[src/rtl/lpc_pkg.sv]
// Shared types, sizes and helpers for the LRU page cache hit counter.
// No dependencies; imported by every module of the block.
`default_nettype none

package lpc_pkg;

  localparam int MAX_ENTRIES = 16;
  localparam int PAGE_W      = 32;
  localparam int CFG_W       = 5;
  localparam int TOTAL_W     = 32;
  localparam int FILL_W      = $clog2(MAX_ENTRIES + 1);

  localparam logic [CFG_W-1:0] CACHE_SIZE_RESET = CFG_W'(16);

  // Per-cell control from the top level.
  typedef struct packed {
    logic valid;  // entry lies below the fill count in use
    logic shift;  // load the neighbor's page this cycle
  } cell_ctl_t;

  // Capacity in use: zero acts as one, above MAX_ENTRIES saturates.
  function automatic logic [FILL_W-1:0] cap_of(input logic [CFG_W-1:0] size);
    logic [FILL_W-1:0] cap;
    if (int'(size) > MAX_ENTRIES) begin
      cap = FILL_W'(MAX_ENTRIES);
    end else if (size == '0) begin
      cap = FILL_W'(1);
    end else begin
      cap = FILL_W'(size);
    end
    return cap;
  endfunction

endpackage

`default_nettype wire

[src/rtl/lru_page_cache_hit_counter_top.sv]
// Top level of the LRU page cache hit counter: row of lpc_cell entries,
// fill count, hit total and output register. Depends on lpc_pkg, lpc_cell.
//
// Usage:
//   Requests arrive on page_number with in_valid/in_ready; a transfer is
//   taken when both are high. Each request yields exactly one result
//   (hit, hit_total) on out_valid/out_ready.
//   The result is registered and shows in the cycle after the input
//   transfer. Throughput: one request per cycle while out_ready holds;
//   every cell compares and shifts in the same cycle, so the row of
//   cells sets the rate. When the receiver stalls, the result holds and
//   in_ready drops until the result transfers; a request can be taken in
//   the same cycle the held result leaves. cache_size is written through
//   cfg_we/cfg_wdata; the user must write it only while idle, which the
//   block does not enforce. It resets to 16. Reset clears the fill count,
//   hit total and out_valid; entries are not cleared and read empty until filled.
`default_nettype none

module lru_page_cache_hit_counter_top
  import lpc_pkg::*;
(
  input  wire logic               clk,
  input  wire logic               rst,
  input  wire logic               in_valid,
  output logic                    in_ready,
  input  wire logic [PAGE_W-1:0]  page_number,
  output logic                    out_valid,
  input  wire logic               out_ready,
  output logic                    hit,
  output logic [TOTAL_W-1:0]      hit_total,
  input  wire logic               cfg_we,
  input  wire logic [CFG_W-1:0]   cfg_wdata
);

  logic [CFG_W-1:0]   cache_size;
  logic [FILL_W-1:0]  fill_count;
  logic [FILL_W-1:0]  fill_count_next;
  logic [FILL_W-1:0]  cap;
  logic [FILL_W-1:0]  fill_eff;
  logic [FILL_W-1:0]  fill_miss;
  logic [TOTAL_W-1:0] hit_counter;
  logic               accept;
  logic               hit_now;

  cell_ctl_t          ctl   [MAX_ENTRIES];
  logic [PAGE_W-1:0]  pages [MAX_ENTRIES];
  logic [PAGE_W-1:0]  prev  [MAX_ENTRIES];
  logic [MAX_ENTRIES:0] chain;
  logic [MAX_ENTRIES-1:0] match_vec;

  assign in_ready  = !out_valid || out_ready;
  assign accept    = in_valid && in_ready;
  assign hit_total = hit_counter;

  // Shrinking capacity drops the back entries before the lookup.
  assign cap       = cap_of(cache_size);
  assign fill_eff  = (fill_count > cap) ? cap : fill_count;
  assign fill_miss = (fill_eff < cap) ? fill_eff + FILL_W'(1) : fill_eff;
  assign hit_now   = chain[0];
  assign fill_count_next = hit_now ? fill_eff : fill_miss;

  assign chain[MAX_ENTRIES] = 1'b0;

  for (genvar i = 0; i < MAX_ENTRIES; i++) begin : g_cell
    if (i == 0) begin : g_head
      assign prev[i] = page_number;
    end else begin : g_body
      assign prev[i] = pages[i-1];
    end

    always_comb begin
      ctl[i].valid = FILL_W'(i) < fill_eff;
      // Head always takes the request; others shift up to the hit or the new fill.
      if (i == 0) begin
        ctl[i].shift = accept;
      end else if (hit_now) begin
        ctl[i].shift = accept && chain[i];
      end else begin
        ctl[i].shift = accept && (FILL_W'(i) < fill_miss);
      end
    end

    lpc_cell u_cell (
      .clk         (clk),
      .ctl         (ctl[i]),
      .page_number (page_number),
      .prev_page   (prev[i]),
      .hit_in      (chain[i+1]),
      .page        (pages[i]),
      .match       (match_vec[i]),
      .hit_out     (chain[i])
    );
  end

  always_ff @(posedge clk) begin
    if (rst) begin
      cache_size  <= CACHE_SIZE_RESET;
      fill_count  <= '0;
      hit_counter <= '0;
      out_valid   <= 1'b0;
    end else begin
      if (cfg_we) begin
        cache_size <= cfg_wdata;
      end
      if (accept) begin
        fill_count <= fill_count_next;
        if (hit_now) begin
          hit_counter <= hit_counter + TOTAL_W'(1);
        end
        out_valid <= 1'b1;
      end else if (out_ready) begin
        out_valid <= 1'b0;
      end
    end
  end

  always_ff @(posedge clk) begin
    if (accept) begin
      hit <= hit_now;
    end
  end

`ifndef SYNTHESIS
  a_fill_bound: assert property (@(posedge clk) disable iff (rst)
    fill_count <= FILL_W'(MAX_ENTRIES))
    else $error("fill count above capacity");

  a_unique_pages: assert property (@(posedge clk) disable iff (rst)
    $onehot0(match_vec))
    else $error("page resident in more than one entry");

  a_total_step: assert property (@(posedge clk) disable iff (rst)
    accept |=> hit_total == $past(hit_total) + TOTAL_W'(hit))
    else $error("hit total out of step with hit flag");

  a_miss_fills: assert property (@(posedge clk) disable iff (rst)
    accept && !hit_now |=> fill_count != '0)
    else $error("miss left the cache empty");
`endif

endmodule

`default_nettype wire

[src/rtl/lpc_cell.sv]
// One entry of the recency stack: holds a page, compares it to the request
// and takes its neighbor's page when told to shift. Depends on lpc_pkg.
`default_nettype none

module lpc_cell
  import lpc_pkg::*;
(
  input  wire logic              clk,
  input  wire cell_ctl_t         ctl,
  input  wire logic [PAGE_W-1:0] page_number,
  input  wire logic [PAGE_W-1:0] prev_page,
  input  wire logic              hit_in,
  output logic [PAGE_W-1:0]      page,
  output logic                   match,
  output logic                   hit_out
);

  assign match   = ctl.valid && (page == page_number);
  // Hit at this cell or anywhere behind it.
  assign hit_out = hit_in | match;

  always_ff @(posedge clk) begin
    if (ctl.shift) begin
      page <= prev_page;
    end
  end

endmodule

`default_nettype wire
[config.mk]
export PLATFORM = sky130hd
export DESIGN_NAME = lru_page_cache_hit_counter_top
export DESIGN_NICKNAME = d
export VERILOG_FILES = /design/src/rtl/lpc_pkg.sv /design/src/rtl/lru_page_cache_hit_counter_top.sv /design/src/rtl/lpc_cell.sv
export SDC_FILE = /design/constraint.sdc
export NUM_CORES = 1
export LEC_CHECK = 0
export ABC_AREA = 0
export CAP_MARGIN = 15
export CORE_MARGIN = 1.5
export CORE_UTILIZATION = 25
export DETAILED_ROUTE_END_ITERATION = 7
export DONT_BUFFER_PORTS = 1
export GPL_TIMING_DRIVEN = 0
export PLACE_DENSITY_LB_ADDON = 0.3
export SKIP_LAST_GASP = 1
export SLEW_MARGIN = 20
export SYNTH_ARGS = -nofsm -noshare
export SYNTH_HDL_FRONTEND = slang
export SYNTH_SLANG_ARGS = --single-unit
[constraint.sdc]
create_clock -name clk -period 7.03 [get_ports clk]
set_input_delay 0.703 -clock clk [delete_from_list [all_inputs] [get_ports clk]]
set_output_delay 0.703 -clock clk [all_outputs]
set_load 0.02 [all_outputs]
After elaboration in Yosys (flattened, before gate mapping)
Cells that the tools add are included.
W data, S select, Z words.
{"block": "classes", "add_sub_neg": 2, "n_lt_le_gt_ge": 34, "n_eq_ne": 16, "mux": 22, "n_bitwise": 15, "reduce_logical": 52}
{"operator": "$eq A32 B32 Y1", "count": 16}
{"operator": "$lt A4 B5 Y1 const A", "count": 16}
{"operator": "$logic_and A1 B1 Y1", "count": 47}
{"operator": "$lt A3 B5 Y1 const A", "count": 8}
{"operator": "$add A32 B1 Y32 const B", "count": 1}
{"operator": "$mux W5", "count": 5}
{"operator": "$lt A2 B5 Y1 const A", "count": 4}
{"operator": "$mux W1", "count": 17}
{"operator": "$lt A1 B5 Y1 const A", "count": 3}
{"operator": "$or A1 B1 Y1", "count": 15}
{"operator": "$add A5 B1 Y5 const B", "count": 1}
{"operator": "$gt A5 B5 Y1", "count": 1}
{"operator": "$gt A5 B5 Y1 const B", "count": 1}
{"operator": "$logic_not A5 Y1", "count": 1}
{"operator": "$lt A5 B5 Y1", "count": 1}
{"operator": "$reduce_and A2 Y1", "count": 1}
{"operator": "$reduce_bool A2 Y1", "count": 1}
{"operator": "$logic_not A1 Y1", "count": 1}
{"operator": "$logic_or A1 B1 Y1", "count": 1}
{"block": "word_totals", "regBits": 556, "input_bits": 42, "output_inout_bits": 35, "wordCells": 162}

Longest topological paths before layout
Gate-level depths: netlist (run 1).
{"block": "logic_depth", "word_depth": 23, "depth_mapped": 22, "ltp_nobuf": 19}

Modules after synthesis
A second synthesis (run 1) with hierarchy kept.
{"block": "unflattened", "cells_unflattened": 1627, "area_unflattened_um2": 24056.8}
{"mod": "lpc_cell", "n_inst": 16, "cells_each": 78, "area_per_inst_um2": 1322.5, "seq_area_each_um2": 960.9}
{"mod": "lru_page_cache_hit_counter_top", "n_inst": 1, "cells_each": 379, "area_per_inst_um2": 2896.5, "seq_area_each_um2": 890.9}

Worst setup path after synthesis (run 1)
No wires, ideal clock.
{"block": "synth_timing", "path_type": "register to register", "startpoint": "register cache_size[1]", "endpoint": "register g_cell[9].u_cell.page[0], enable pin", "setup_ns": 0.470, "arrival_ns": 6.893, "required_ns": 6.560, "slack_ns": -0.333, "stages_incl_launch_ff": 20, "n_path_buf": 1, "synth_period_minus_slack_ns": 7.363, "cell_sequence": "dfxtp_1 or3_1 a21oi_1 ha_1 and4_1 and2_1 a21oi_1 mux2i_1 inv_1 ha_1 a2111oi_0 o2bb2ai_1 nand2_1 o21ai_1 nand2_1 xnor2_1 clkbuf_1 o21ai_0 nor3_1 a211oi_1"}
{"item": "start, declared", "line_no": "lru_page_cache_hit_counter_top.sv:35", "text": "logic [CFG_W-1:0] cache_size;"}
{"item": "start signal, assigned", "line_no": "lru_page_cache_hit_counter_top.sv:103", "text": "cache_size <= cfg_wdata;"}
{"item": "end signal, assigned", "line_no": "lpc_cell.sv:24", "text": "page <= prev_page;"}
{"item": "end, declared", "line_no": "lpc_cell.sv:13", "text": "output logic [PAGE_W-1:0] page,"}

==> results of run 1 <==
-- where the power goes --
part / internal [mW] / switching (mW) / total, mW
sequential: 4.11 / 0.226 / 4.33
clock: 1.55 / 1.26 / 2.80
combinational: 0.418 / 0.722 / 1.14
-- sequential cells by signal, indices dropped and copies added, names as in the netlist --
signal / count
hit_total: 32
fill_count: 5
hit: 1
cache_size: 5
out_valid: 1
g_cell.u_cell.page: 512
-- layout by cell type, fill, tap and decap left out, drive strengths merged, types with 11 or more instances in the layout --
master / instances
nor2b: 13
mux2: 13
o41ai: 14
clkbuf: 87
ha: 11
dfxtp: 43
nand3: 25
xnor2: 291
xor2: 226
nand4: 97
or2: 16
a21oi: 16
edfxtp: 513
nand2: 59
nor4: 78
inv: 19
nor3: 14
nor2: 40
buf: 92
o21ai: 20
clkinv: 27
o311ai: 15
-- cells by family (layout without fill, tap and decap cells) --
kind of cell             after synthesis  count (layout)
XOR/XNOR                             517             517
adder cells (fa/ha/maj)               11              11
AO/OA/AOI/OAI                        133             133
buffers and inverters                109             229
other                                  0               7
flip-flops                           556             556
AND/OR/NAND/NOR                      377             377
multiplexers                          22              22
-- stage by stage --
| step | setup WS [ns] | hold WS, ns | cells | instance area (um2) | TNS [ns] |
|---|---|---|---|---|---|
| final | 0.551 | 0.181 | 3139 | 28700 | 0 |
| after global routing | 0.106 | 0.145 | 3132 | 28700 | 0 |
| after CTS | 0.0759 | 0.140 | 3126 | 28600 | 0 |
| after detailed placement | 0.119 | 0.457 | 3024 | 26900 | 0 |
| after global placement | -1.66 | 0.453 | 3012 | 26500 | -418.57 |
| after floorplan | 0.421 | 0.447 | 1725 | 24900 | 0 |
-- how the worst min path moves through the flow --
| stage | slack [ns] | endpoint | cells past startpoint | startpoint |
|---|---|---|---|---|
| after floorplan | 0.45 | g_cell[10].u_cell.page[0] | 0 | g_cell[9].u_cell.page[0] |
| after global placement | 0.45 | g_cell[15].u_cell.page[8] | 0 | g_cell[14].u_cell.page[8] |
| after detailed placement | 0.46 | g_cell[14].u_cell.page[8] | 0 | g_cell[13].u_cell.page[8] |
| after CTS | 0.14 | g_cell[0].u_cell.page[28] | 0 | page_number[28] |
| after global routing | 0.15 | g_cell[0].u_cell.page[15] | 0 | page_number[15] |
| final | 0.18 | g_cell[0].u_cell.page[2] | 0 | page_number[2] |
-- routing by layer --
| metal | wire length (um) | GRT usage (%) | share of wire, % | vias up |
|---|---|---|---|---|
| met2 | 31700 | 21.1 | 45 | 475 |
| li1 | - | - | - | 6593 |
| met5 | 25 | 0 | 0.036 | - |
| met1 | 31500 | 18.9 | 45 | 7081 |
| met3 | 4880 | 2.37 | 6.9 | 117 |
| met4 | 2270 | 4.78 | 3.2 | 4 |
-- worst max-delay path: cells and delay by family (launching register included) --
kind                     cells  cell delay (ns)
AO/OA/AOI/OAI                7             2.31
XOR/XNOR                     1             0.53
adder cells (fa/ha/maj)      2             0.67
buffers and inverters        2             0.43
flip-flops                   1             0.37
multiplexers                 1             0.57
AND/OR/NAND/NOR              5             1.31
-- area by class of cell --
class,count,area share [%]
flip-flops and latches,556,56.7
repair buffers,18,1.21
inverters,17,0.223
well taps,1287,5.62
clock inverters,33,0.720
diodes,7,0.0611
plain buffers,92,1.67
clock buffers,69,5.13
multi-input cells,1060,28.6
-- timing repair --
| item | in CTS | in global routing |
|---|---|---|
| endpoints found under the setup margin | 0 | 216 |
| gates resized for setup | 0 | 2 |
| setup buffers | 0 | 6 |
| hold buffers | 0 | 0 |
==> flow_summary.yaml, run 1 <==
placement:
  port_buffers: 0
  gp_congestion: 0.884
  dp_hpwl_mm: 56.8
synth:
  syn_avg_cell_area_um2: 14.4
  ys_seq_area_share_pct: 65.4
  synth_compound_area_share_pct: 4.20
  ys_top_cells_by_area: "edfxtp_1 62%, xnor2_1 10%, xor2_1 8.0%"
  netlist_area_um2: 24900
  synth_top_area_share_pct: 62.0
  yosys_register_bits: 556
  yosys_warnings: 0
  yosys.area_share.simple_pct: 8.45
  yosysTopAreaCell: "edfxtp_1"
  yosysMostFrequentCell: "edfxtp_1"
  synth_top_family_by_area: "XOR/XNOR gates"
  synth_fp_nets: 1778
  netlist_top_cells_count: "513 x edfxtp_1, 291 x xnor2_1, 226 x xor2_1"
  synth_cell_types: 73
  synthMuxAreaShare_pct: 0.967
  synth-xor-area-share_pct: 18.2
  async_reset_ff_share_pct: 0
  synthCells: 1725
  synth_fa_ha_area_share_pct: 0.554
  synthFlopType: "edfxtp_1"
  synth_edf_count: 513
sta:
  setup_viol: 0
  rsz0062_at_grt: "no"
  fin_worst_skew_ns: 0.0182
  slew_headroom_pct: 30.7
  final.min_clock_period_ns: 6.48
  hold_violations: 0
  period_share_pct: 92.2
  worstMarginPinSlew_ns: 1.01
  fmax_mhz: 154
  drv_slew: 0
power:
  power.density_nw_per_um2: 289
  leakage_nw: 9.01
  total_power_mw: 8.28
  worst_ir_drop_vdd_mv: 0.183
worst_setup_path:
  criticalPathCategory: "register to register"
  critPathLaunchType: "register"
  crit_start: "cache_size[1]"
  slowest_stage: "mux2i_2"
  r2r_slack_ns: 0.55
  cp_slowest_stage_delay_ns: 0.57
  reg2reg_depth: 18
  r2r-end: "g_cell[1].u_cell.page[25]"
  worstPathRequired_ns: 7.40
  end_kind: "register"
  worstPathArrival_ns: 6.84
  reg2reg_from: "cache_size[1]"
  crit_fanout: 23
  crit_end: "g_cell[1].u_cell.page[25]"
  crit_path_cell_trace: "or3_1 -> a21oi_1 -> ha_1 -> and4_1 -> and2_1 -> a21oi_1 -> mux2i_2 -> inv_1 -> ha_1 -> a2111oi_2 -> o2bb2ai_1 -> a41oi_1 -> nor3_1 -> xor2_1 -> nand2_1 -> o31ai_1 -> a31oi_4 -> buf_16"
grt:
  grt_pass1_wl_mm: 99.5
  grt_max_degree: 43
  track_usage_pct: 13.6
  antenna_found_initial: 9
  grt_overflow_total: 0
  grt_pass1_vias: 14500
detailed_routing:
  drc: 0
  viasPerCell: 4.55
  vias: 14300
  wl_per_cell_um: 22.4
  drt_iter0_drc: 1356
  ant_nets: 0
  wirelength_mm: 70.4
  firstDrtPassIters: 5
cells_and_area:
  regArea_um2: 16300
  fillCellCount: 9983
  drive_gt1_share_pct: 12.0
  syn_to_final_growth_pct: 15.3
  fin_util_pct: 29.1
  nets: 1854
  multi_input_area_um2: 8210
die:
  io_pins: 77
  row_count: 115
  dieArea_um2: 101000
  coreArea_um2: 98400
  die_w_um: 318
  initial_core_util_pct: 25.3
  die_h_um: 318
clocking:
  clk_path_buf_depth: 3
  cts_tree: "done"
  worst_skew_pair.late_latency_ns: 0.61
  clockRootBuffer: "clkbuf_16"
  cts_buffers: 56
  h-tree-depth: 2
  cts_sinks: 556
  cts.clk_slew.worst_paths_ns: 0.06
hold_path:
  worstHoldPathType: "primary input to register"
run_status:
  run_status: "completed"
flow_run:
  maxCapViolations: 0
Note: power is estimated with default switching activity, not from simulation.
==> run 2: changes to the inputs <==
--- a/config.mk
+++ b/config.mk
@@ -12,7 +12,7 @@
 export DETAILED_ROUTE_END_ITERATION = 7
 export DONT_BUFFER_PORTS = 1
 export GPL_TIMING_DRIVEN = 0
-export PLACE_DENSITY_LB_ADDON = 0.3
+export PLACE_DENSITY = 0.4
 export SKIP_LAST_GASP = 1
 export SLEW_MARGIN = 20
 export SYNTH_ARGS = -nofsm -noshare
==> constraint.sdc (replaced) <==
create_clock -name clk -period 8.4 [get_ports clk]
set_input_delay 0.84 -clock clk [delete_from_list [all_inputs] [get_ports clk]]
set_output_delay 0.84 -clock clk [all_outputs]
set_load 0.02 [all_outputs]
==> flow_summary.yaml, run 2 (synthesis gave the netlist of run 1 again) <==
placement:
  port_buffers: 0
  dp_hpwl_mm: 62.5
  dp_cells: 3025
  place_area_um2: 26900
  pre_cts_ws_ns: 1.27
  gp_congestion: 0.922
clocking:
  clockRootBuffer: "clkbuf_16"
  cts_sinks: 556
  cts_buffers: 66
  worst_skew_pair.late_latency_ns: 0.59
  cts_hold_buf: 0
  postCtsSetupBuffers: 0
  cts_tree: "done"
  h-tree-depth: 3
  cts_resized: 0
  cts.clk_slew.worst_paths_ns: 0.06
  clk_path_buf_depth: 3
detailed_routing:
  drt_iter0_drc: 1033
  viasPerCell: 4.53
  wirelength_mm: 78.2
  vias: 14200
  firstDrtPassIters: 5
  ant_nets: 0
  wl_per_cell_um: 24.9
  drc: 0
sta:
  fin_worst_skew_ns: 0.0242
  setup_ws_ns: 1.38
  drv_slew: 0
  hold_violations: 0
  final.min_clock_period_ns: 7.02
  slew_headroom_pct: 29.1
  setup_viol: 0
  fmax_mhz: 143
  rsz0062_at_grt: "no"
  period_share_pct: 83.5
  worstMarginPinSlew_ns: 1.06
cells_and_area:
  fillCellCount: 9989
  syn_to_final_growth_pct: 16.1
  fin_util_pct: 29.3
  design_area_um2: 28900
  nets: 1859
  regMostFlops: "g_cell.u_cell.page"
  layout_commonest_cell: "edfxtp_1"
  largest_reg_flops: 512
  drive_gt1_share_pct: 11.8
  final_cell_mix: "513 x edfxtp_1, 291 x xnor2_1, 226 x xor2_1, 97 x nand4_1, 77 x nor4_1"
  final_cells: 3139
die:
  row_count: 115
  io_pins: 77
  coreArea_um2: 98400
  dieArea_um2: 101000
  initial_core_util_pct: 25.3
  die_h_um: 318
  die_w_um: 318
grt:
  grt_pass1_wl_mm: 109
  track_usage_pct: 15.2
  gr-usage-met2_pct: 25.9
  grt_overflow_total: 0
  grt_pass1_vias: 14900
  grt_max_degree: 43
  grtUsageMet3_pct: 2.20
  antenna_found_initial: 11
  use_met1_pct: 19.5
  grt-busiest-layer: "met2"
worst_setup_path:
  slowest_stage: "mux2i_1"
  worstPathRequired_ns: 8.74
  criticalPathCategory: "register to register"
  worst-path-stages: 18
  crit_end: "g_cell[1].u_cell.page[6]"
  worstPathArrival_ns: 7.36
  path_buf_inv: 2
  end_kind: "register"
  reg2reg_depth: 18
  r2r_slack_ns: 1.38
  reg2reg_from: "cache_size[1]"
  critPathLaunchType: "register"
  r2r-end: "g_cell[1].u_cell.page[6]"
  path_delay_family: "compound AO/OA/AOI/OAI gates"
  crit_fanout: 21
  cp_slowest_stage_delay_ns: 0.75
  crit_start: "cache_size[1]"
  crit_path_cell_trace: "or3_1 -> a21oi_1 -> ha_1 -> and4_1 -> and2_1 -> a21oi_1 -> mux2i_1 -> inv_1 -> ha_1 -> a2111oi_1 -> o2bb2ai_1 -> a41oi_1 -> nor3_1 -> xor2_1 -> nand2_1 -> o31ai_1 -> a31oi_4 -> buf_16"
power:
  leakage_nw: 9.09
  p_sw_share_pct: 26.8
  power_switching_mw: 1.94
  seqPwrFrac_pct: 50.2
  p_int_mw: 5.30
  total_power_mw: 7.23
  power.density_nw_per_um2: 251
  clkPwrFrac_pct: 36.2
  combPwrFrac_pct: 13.6
  worst_ir_drop_vdd_mv: 0.134
hold_path:
  worstHoldPathType: "primary input to register"
run_status:
  run_status: "completed"
flow_run:
  maxCapViolations: 0
## run 2: cell count changes in the layout (fill, tap and decap cells not counted), sizes merged
| cell | delta |
|---|---|
| bufinv | -1 |
| clkbuf | +21 |
| clkinvlp | -1 |
| buf | -5 |
| clkinv | -11 |
| diode | -3 |
## run 2: worst min path at each step
stage | startpoint | to | slack [ns] | cells after the start
2_1_floorplan | g_cell[9].u_cell.page[0] | g_cell[10].u_cell.page[0] | 0.45 | 0
3_3_place_gp | g_cell[0].u_cell.page[21] | g_cell[1].u_cell.page[21] | 0.45 | 0
3_5_place_dp | g_cell[0].u_cell.page[1] | g_cell[1].u_cell.page[1] | 0.45 | 0
4_1_cts | page_number[31] | g_cell[0].u_cell.page[31] | 0.30 | 0
5_1_grt | page_number[25] | g_cell[0].u_cell.page[25] | 0.30 | 0
6_report | page_number[31] | g_cell[0].u_cell.page[31] | 0.34 | 0
## run 2: per-stage QoR
step	setup TNS [ns]	hold WS, ns
after floorplan	0	0.447
after global placement	-113.47	0.453
after detailed placement	0	0.454
after CTS	0	0.301
after global routing	0	0.304
final	0	0.339
## run 2: layout make-up
type	instances	area, um2	area share, %
clock buffer	90	1780	6.18
inverter	17	63.8	0.221
buffer	92	479	1.66
tap	1287	1610	5.58
timing repair buffer	13	310	1.08
clock inverter	20	135	0.468
multi-input combinational	1060	8200	28.4
antenna	4	10.0	0.0347
sequential	556	16300	56.4
## run 2: layer usage
layer / vias to the layer above / share of wire (%) / wire, um
met4: 4 / 3.6 / 2790
met2: 332 / 49 / 38100
met3: 107 / 3.7 / 2890
li1: 6602 / - / -
met5: - / 0.046 / 36
met1: 7176 / 44 / 34400
## run 2: power by group through the flow
stage                     logic, mW  clock network, mW  registers (mW)
after global routing           1.06               2.78            3.66
after floorplan               0.604                  0            3.63
after detailed placement       1.00                  0            3.69
after CTS                      1.00               2.69            3.63
after global placement        0.919                  0            3.72
final                         0.983               2.62            3.63
==> run 3: changes to the inputs <==
--- a/config.mk
+++ b/config.mk
@@ -5,7 +5,7 @@
 export SDC_FILE = /design/constraint.sdc
 export NUM_CORES = 1
 export LEC_CHECK = 0
-export ABC_AREA = 0
+export ABC_AREA = 1
 export CAP_MARGIN = 15
 export CORE_MARGIN = 1.5
 export CORE_UTILIZATION = 25
==> constraint.sdc (replaced) <==
create_clock -name clk -period 6.65 [get_ports clk]
set_input_delay 0.665 -clock clk [delete_from_list [all_inputs] [get_ports clk]]
set_output_delay 0.665 -clock clk [all_outputs]
set_load 0.02 [all_outputs]
==> flow_summary.yaml, run 3 <==
run_status:
  run_status: "completed"
worst_setup_path:
  worstPathArrival_ns: 5.70
  critPathLaunchType: "register"
  crit_fanout: 17
  slowest_stage: "nor2_4"
  cp_slowest_stage_delay_ns: 0.67
  end_kind: "register"
  criticalPathCategory: "register to register"
  worstPathRequired_ns: 7.00
  path_common_cell: "nand2_1"
grt:
  grt_pass1_wl_mm: 113
  antenna_found_initial: 5
  grt_pass1_vias: 16100
  track_usage_pct: 14.8
  grt_max_degree: 34
  grt_overflow_total: 0
placement:
  pre_cts_ws_ns: 1.06
  port_buffers: 0
  gp_congestion: 0.814
  place_area_um2: 28000
  dp_hpwl_mm: 57.6
  dp_cells: 3635
cells_and_area:
  design_area_um2: 29900
  final_cell_mix: "513 x edfxtp_1, 381 x nand2_1, 250 x xnor2_1, 238 x nor2_1, 184 x inv_1"
  final_cells: 3748
  syn_to_final_growth_pct: 16.4
  layout_commonest_cell: "edfxtp_1"
  n_antenna_cell: 0
  drive_gt1_share_pct: 11.8
  regMostFlops: "g_cell.u_cell.page"
  nets: 2382
  largest_reg_flops: 512
sta:
  rsz0062_at_grt: "no"
  tns_ns: 0
  drv_slew: 0
  setup_ws_ns: 1.30
  period_share_pct: 80.4
  worstMarginPinSlew_ns: 0.931
  fmax_mhz: 187
  slew_headroom_pct: 37.3
  setup_viol: 0
  final.min_clock_period_ns: 5.35
  hold_violations: 0
  fin_worst_skew_ns: 0.0351
  hold_ws_ns: 0.0908
detailed_routing:
  viasPerCell: 4.31
  firstDrtPassIters: 5
  wirelength_mm: 77.2
  ant_nets: 0
  wl_per_cell_um: 20.6
  drc: 0
  drt_iter0_drc: 1178
  vias: 16200
synth:
  synth_fp_nets: 2300
  synth_top_area_share_pct: 60.0
  netlist_top_cells_count: "513 x edfxtp_1, 381 x nand2_1, 250 x xnor2_1"
  ys_seq_area_share_pct: 63.4
  netlist_area_um2: 25700
  synth_edf_count: 513
  syn_avg_cell_area_um2: 11.4
  synth_cell_types: 42
  synthFlopType: "edfxtp_1"
  ys_top_cells_by_area: "edfxtp_1 60%, xnor2_1 8.5%, nand2_1 5.6%"
  yosys_register_bits: 556
  yosysMostFrequentCell: "edfxtp_1"
  yosys_warnings: 0
  async_reset_ff_share_pct: 0
  synthCells: 2247
  yosysTopAreaCell: "edfxtp_1"
hold_path:
  worstHoldPathType: "primary input to register"
power:
  leakage_nw: 10.4
  power.density_nw_per_um2: 528
  worst_ir_drop_vdd_mv: 0.510
clocking:
  cts_resized: 0
  clockRootBuffer: "clkbuf_16"
  h-tree-depth: 2
  cts.clk_slew.worst_paths_ns: 0.06
  cts_sinks: 556
  cts_hold_buf: 0
  clk_path_buf_depth: 3
  cts_tree: "done"
  postCtsSetupBuffers: 0
  worst_skew_pair.late_latency_ns: 0.66
  cts_buffers: 60
die:
  row_count: 117
  die_h_um: 323
  die_w_um: 323
  io_pins: 77
  initial_core_util_pct: 25.2
  coreArea_um2: 102000
  dieArea_um2: 105000
flow_run:
  maxCapViolations: 0
==> run 3: cell count changes in the layout (fill, tap and decap cells not counted), sizes merged, moves of 15 or more <==
cell / change
xor2: -86
nand4: -19
o311ai: -15
xnor2: -41
nor2: +213
or2: +59
nor3: +24
nor4: -72
nand3: +71
inv: +173
nand2: +334
==> run 3: worst max-delay path: cells and delay by family (launching register included) <==
kind,cells,cell delay [ns]
compound gates,4,0.83
fa+ha+maj,2,0.59
buf+inv,4,0.58
flops,1,0.33
simple gates,18,2.68
==> run 3: logic make-up after synthesis <==
logic type	share of synthesized area, %
compound gates	1.78
xor+xnor	13.3
fa+ha+maj	0.536
buf+inv	4.45
flops	63.4
simple gates	16.6
==> run 3: layout make-up <==
class                           instances  area [um2]
Clock inverter                         29         213
Tap cell                             1368        1710
Fill cell                           10400       71900
Inverter                              191         717
Clock buffer                           84        1660
Buffer                                 76         429
Timing Repair Buffer                   20         513
Sequential cell                       556       16300
Multi-Input combinational cell       1424        8370
==> run 3: path summary, 6_finish.rpt <==
path	start	to	slack [ns]	cells past startpoint
worst max-delay path	cache_size[1]	g_cell[10].u_cell.page[14]	1.30	28
worst max register to register	cache_size[1]	g_cell[10].u_cell.page[14]	1.30	28
worst min-delay path	rst	out_valid	0.09	1
worst min register to register	g_cell[0].u_cell.page[16]	g_cell[1].u_cell.page[16]	0.45	0
==> run 3: per-layer routing <==
| metal | GRT usage (%) | vias to the layer above | part of all wire (%) |
|---|---|---|---|
| met1 | 21.6 | 8007 | 49 |
| met3 | 3.52 | 83 | 6.4 |
| met4 | 2.98 | 8 | 1.5 |
| li1 | - | 7676 | - |
| met2 | 22.3 | 378 | 43 |
| met5 | 0 | - | 0.076 |
==> run 3: where the power goes <==
group / internal [mW] / switching [mW]
Clock: 1.78 / 1.46
Sequential: 6.47 / 1.10
Combinational: 1.76 / 3.19
Total: 10.0 / 5.75
==> run 3: per-stage QoR <==
step	power, mW	util (%)
final	15.8	29.4
after floorplan	10.1	-
after detailed placement	12.6	27.5
after global routing	16.7	29.4
after CTS	15.9	29.4
after global placement	12.0	26.9
